File: src/sv/idll_link_ram.sv
`default_nettype none

module idll_link_ram #(
   parameter int DEPTH  = 256,
   parameter int ADDR_W = 8
) (
   input  logic              clock,
   input  logic              reset,
   input  logic              wr_en,
   input  logic [ADDR_W-1:0] wr_addr,
   input  logic              wr_valid,
   input  logic [ADDR_W-1:0] wr_link,
   input  logic [ADDR_W-1:0] rd_addr,
   output logic              rd_valid,
   output logic [ADDR_W-1:0] rd_link
);

   logic [ADDR_W-1:0] mem [DEPTH];
   logic [DEPTH-1:0]  valid_ff;
   logic              rd_valid_ff;
   logic [ADDR_W-1:0] rd_link_ff;

   // link payload: no reset, a cleared valid bit reads as null
   always_ff @(posedge clock) begin
      if (wr_en) begin
         mem[wr_addr] <= wr_link;
      end
      rd_link_ff <= mem[rd_addr];
   end

   always_ff @(posedge clock) begin
      if (reset) begin
         valid_ff    <= '0;
         rd_valid_ff <= 1'b0;
      end else begin
         if (wr_en) begin
            valid_ff[wr_addr] <= wr_valid;
         end
         rd_valid_ff <= valid_ff[rd_addr];
      end
   end

   assign rd_valid = rd_valid_ff;
   assign rd_link  = rd_link_ff;

endmodule

`default_nettype wire

File: config.mk
export PLATFORM = sky130hd
export DESIGN_NAME = idll_link_ram
export DESIGN_NICKNAME = d
export VERILOG_FILES = /design/src/sv/idll_link_ram.sv
export SDC_FILE = /design/constraint.sdc
export NUM_CORES = 2
export LEC_CHECK = 0
export BUFFER_PORTS_ARGS = -buffer_cell sky130_fd_sc_hd__buf_2
export CAP_MARGIN = 20
export CORE_MARGIN = 3
export CORE_UTILIZATION = 59
export CTS_CLUSTER_SIZE = 24
export DETAILED_ROUTE_END_ITERATION = 6
export PLACE_DENSITY = 0.72
export SYNTH_ARGS = -nofsm -noshare
export SYNTH_HDL_FRONTEND = slang
export SYNTH_SLANG_ARGS = --single-unit
File: constraint.sdc
create_clock -name clock -period 2.7 [get_ports clock]
set_input_delay 0.27 -clock clock [delete_from_list [all_inputs] [get_ports clock]]
set_output_delay 0.27 -clock clock [all_outputs]
set_load 0.02 [all_outputs]
==> flow_summary.ini <==
[global_routing]
grt_pass1_vias = 50100
grt_pass1_wl_mm = 337
overflow = 0
grt_util_all_layers_pct = 29.3
antenna_found_initial = 17
grt_max_degree = 102

[sta]
finalSetupTns_ps = 0
hold_viol_final = 0
tightest_slew_ps = 1010
worst_clock_skew_ps = 21.7
rsz0062_at_grt = no
timing.fmax_mhz = 387
slew_headroom_pct = 31.7
setup_violations = 0
finalCritPeriodShare_pct = 95.7
min_period_ps = 2580
hold_ws_ps = 43.0
slew_violations = 0

[yosys]
synthCells = 4874
synthesis.area_um2 = 89600
yosys_warnings = 0
seq_area_frac_synth_pct = 74.5
synth_area_per_cell_um2 = 18.4
synth.ff_latch_count = 2313
syn-num-nets = 4902
synth_edf_count = 2048
async_reset_ff_share_pct = 0
synth-main-ff-cell = edfxtp_1
synth.distinct_cells = 45

[place]
hpwlAfterDp_mm = 145
routabilityCongestion = 0.892
port_buffers = 36

[critical_path]
endpoint_kind = flip-flop
worst_ep_arrival_time_ps = 3260
r2r_start = mem[159][4]$_DFFE_PP_
critical_path_class = flip-flop to flip-flop
cp_max_fo = 1
required_ps = 3370
cp-startpoint = mem[159][4]$_DFFE_PP_
start_kind = flip-flop
reg2reg_slack_ps = 120

[clock_tree]
cts_setup_buffers = 0
numCtsBuffers = 220
htree_levels = 4
cts-root-buf = clkbuf_16
cts_num_sinks = 2313
tritoncts = built
clk_latency_ps = 850
max-clock-path-buffers = 3
clk_pin_slew_ps = 60

[cells_and_area]
fillers = 9459
area_delta_synth_final_pct = 16.1
drive_above_1_share_pct = 28.1
final_cell_mix = edfxtp_1 (2048), mux4_2 (559), buf_4 (527)
final_common_cell = edfxtp_1
fin_nets = 5416
utilization_pct = 69.2

[floorplanning]
fp.dieH_um = 396
initial_core_util_pct = 59.6
die_w_um = 396
core_um2 = 150000
rows = 142
pin_count = 37
die_area_um2 = 157000

[route]
vias = 50400
first_pass_iters = 6
ant_nets = 0
drt_iter0_drc = 6761
via_per_inst = 6.63
drc = 0
finalWirelength_mm = 227
wire_per_inst_um = 29.9

[hold_path]
holdCritPathClass = input port to flip-flop
min_from = wr_link[0]

[run]
drv_cap = 0

[pwr]
power.density_nw_per_um2 = 707
total_power_mw = 73.6
ir_worst_vdd_mv = 0.688
power.leakage_nw = 33.2

[outcome]
status = finished, final reports clean
## registers in the layout, indices dropped and copies added, names as in the netlist
name,count
valid_ff,256
rd_link,8
mem,2048
rd_valid,1
## through the flow
stage,worst slack (ps),std cells,cell area [µm²]
6_report,117,7610,104000
5_1_grt,7.96,7602,104000
3_5_place_dp,-694,7176,96700
4_1_cts,35.5,7601,104000
2_1_floorplan,447,4874,89600
3_3_place_gp,-1180,7175,96600
## kinds of logic after synthesis
logic type | share of synthesized area (%)
flops | 74.5
compound gates | 6.31
simple gates | 2.84
mux | 14.6
buf+inv | 1.73
## critical path: stages (launching register included)
cell	delay [ps]
edfxtp_1	370
mux4_2	480
a22oi_1	320
a21oi_1	250
o41ai_2	850
nand4_1	150
## synth_stat cells (2+ instances only)
master | number | area share [%]
mux2i_1 | 48 | 0.54
and2_1 | 3 | 0.021
inv_1 | 2 | 0.0084
o41ai_1 | 34 | 0.33
nor3b_1 | 2 | 0.017
nand3_1 | 11 | 0.061
mux4_2 | 559 | 14
nand3b_1 | 2 | 0.017
a211oi_1 | 3 | 0.025
buf_1 | 29 | 0.12
buf_6 | 9 | 0.11
o221ai_1 | 12 | 0.12
a22oi_1 | 257 | 2.2
a2111oi_0 | 3 | 0.029
clkbuf_1 | 261 | 1.1
dfxtp_1 | 265 | 5.9
nor2b_1 | 17 | 0.12
nor3_1 | 2 | 0.011
or2_2 | 2 | 0.014
a22o_1 | 2 | 0.020
o311ai_0 | 2 | 0.020
o22ai_1 | 6 | 0.042
nand2b_1 | 5 | 0.035
nand2_1 | 283 | 1.2
nand4_1 | 13 | 0.091
buf_2 | 45 | 0.25
a211o_1 | 2 | 0.020
nor2_1 | 289 | 1.2
and3_1 | 4 | 0.028
edfxtp_1 | 2048 | 69
buf_4 | 17 | 0.14
nor4b_1 | 2 | 0.020
a21oi_1 | 385 | 2.1
o21ai_0 | 239 | 1.3
## layer usage
layer | wire [µm] | track usage (%) | vias up
met5 | 52 | 0 | -
met4 | 8930 | 10.8 | 8
met3 | 25800 | 7.04 | 548
met2 | 106000 | 44.2 | 2982
met1 | 86700 | 42.5 | 26100
li1 | - | - | 20800
## where the power goes
part	internal, mW	switching [mW]	total (mW)
Combinational	1.44	2.31	3.76
Sequential	39.0	0.0932	39.1
Clock	17.7	13.1	30.8
Total	58.1	15.5	73.6
## repair_timing
action                     in CTS  in global routing
hold endpoints to repair      233                  0
resized for setup               2                  1
setup endpoints to repair       2                  1
hold buffers                    6                  0
## worst paths after layout
check,end,cells past startpoint
worst max register to register,rd_link[4]$_DFF_P_,5
worst min register to register,valid_ff[198]$_SDFFE_PP0P_,2
worst min-delay path,mem[91][0]$_DFFE_PP_,1
worst max-delay path,rd_link[4]$_DFF_P_,5
## layout make-up
cell class	instances	area, µm²	share of cell area, %
sequential	2313	66800	64.2
multi-input combinational	2197	21400	20.6
clock buffer	314	6220	5.98
timing repair buffer	653	5970	5.74
tap	2016	2520	2.42
clock inverter	105	1060	1.02
antenna	9	22.5	0.0216
inverter	3	11.3	0.0108
Power figures use the tool's default switching activity.
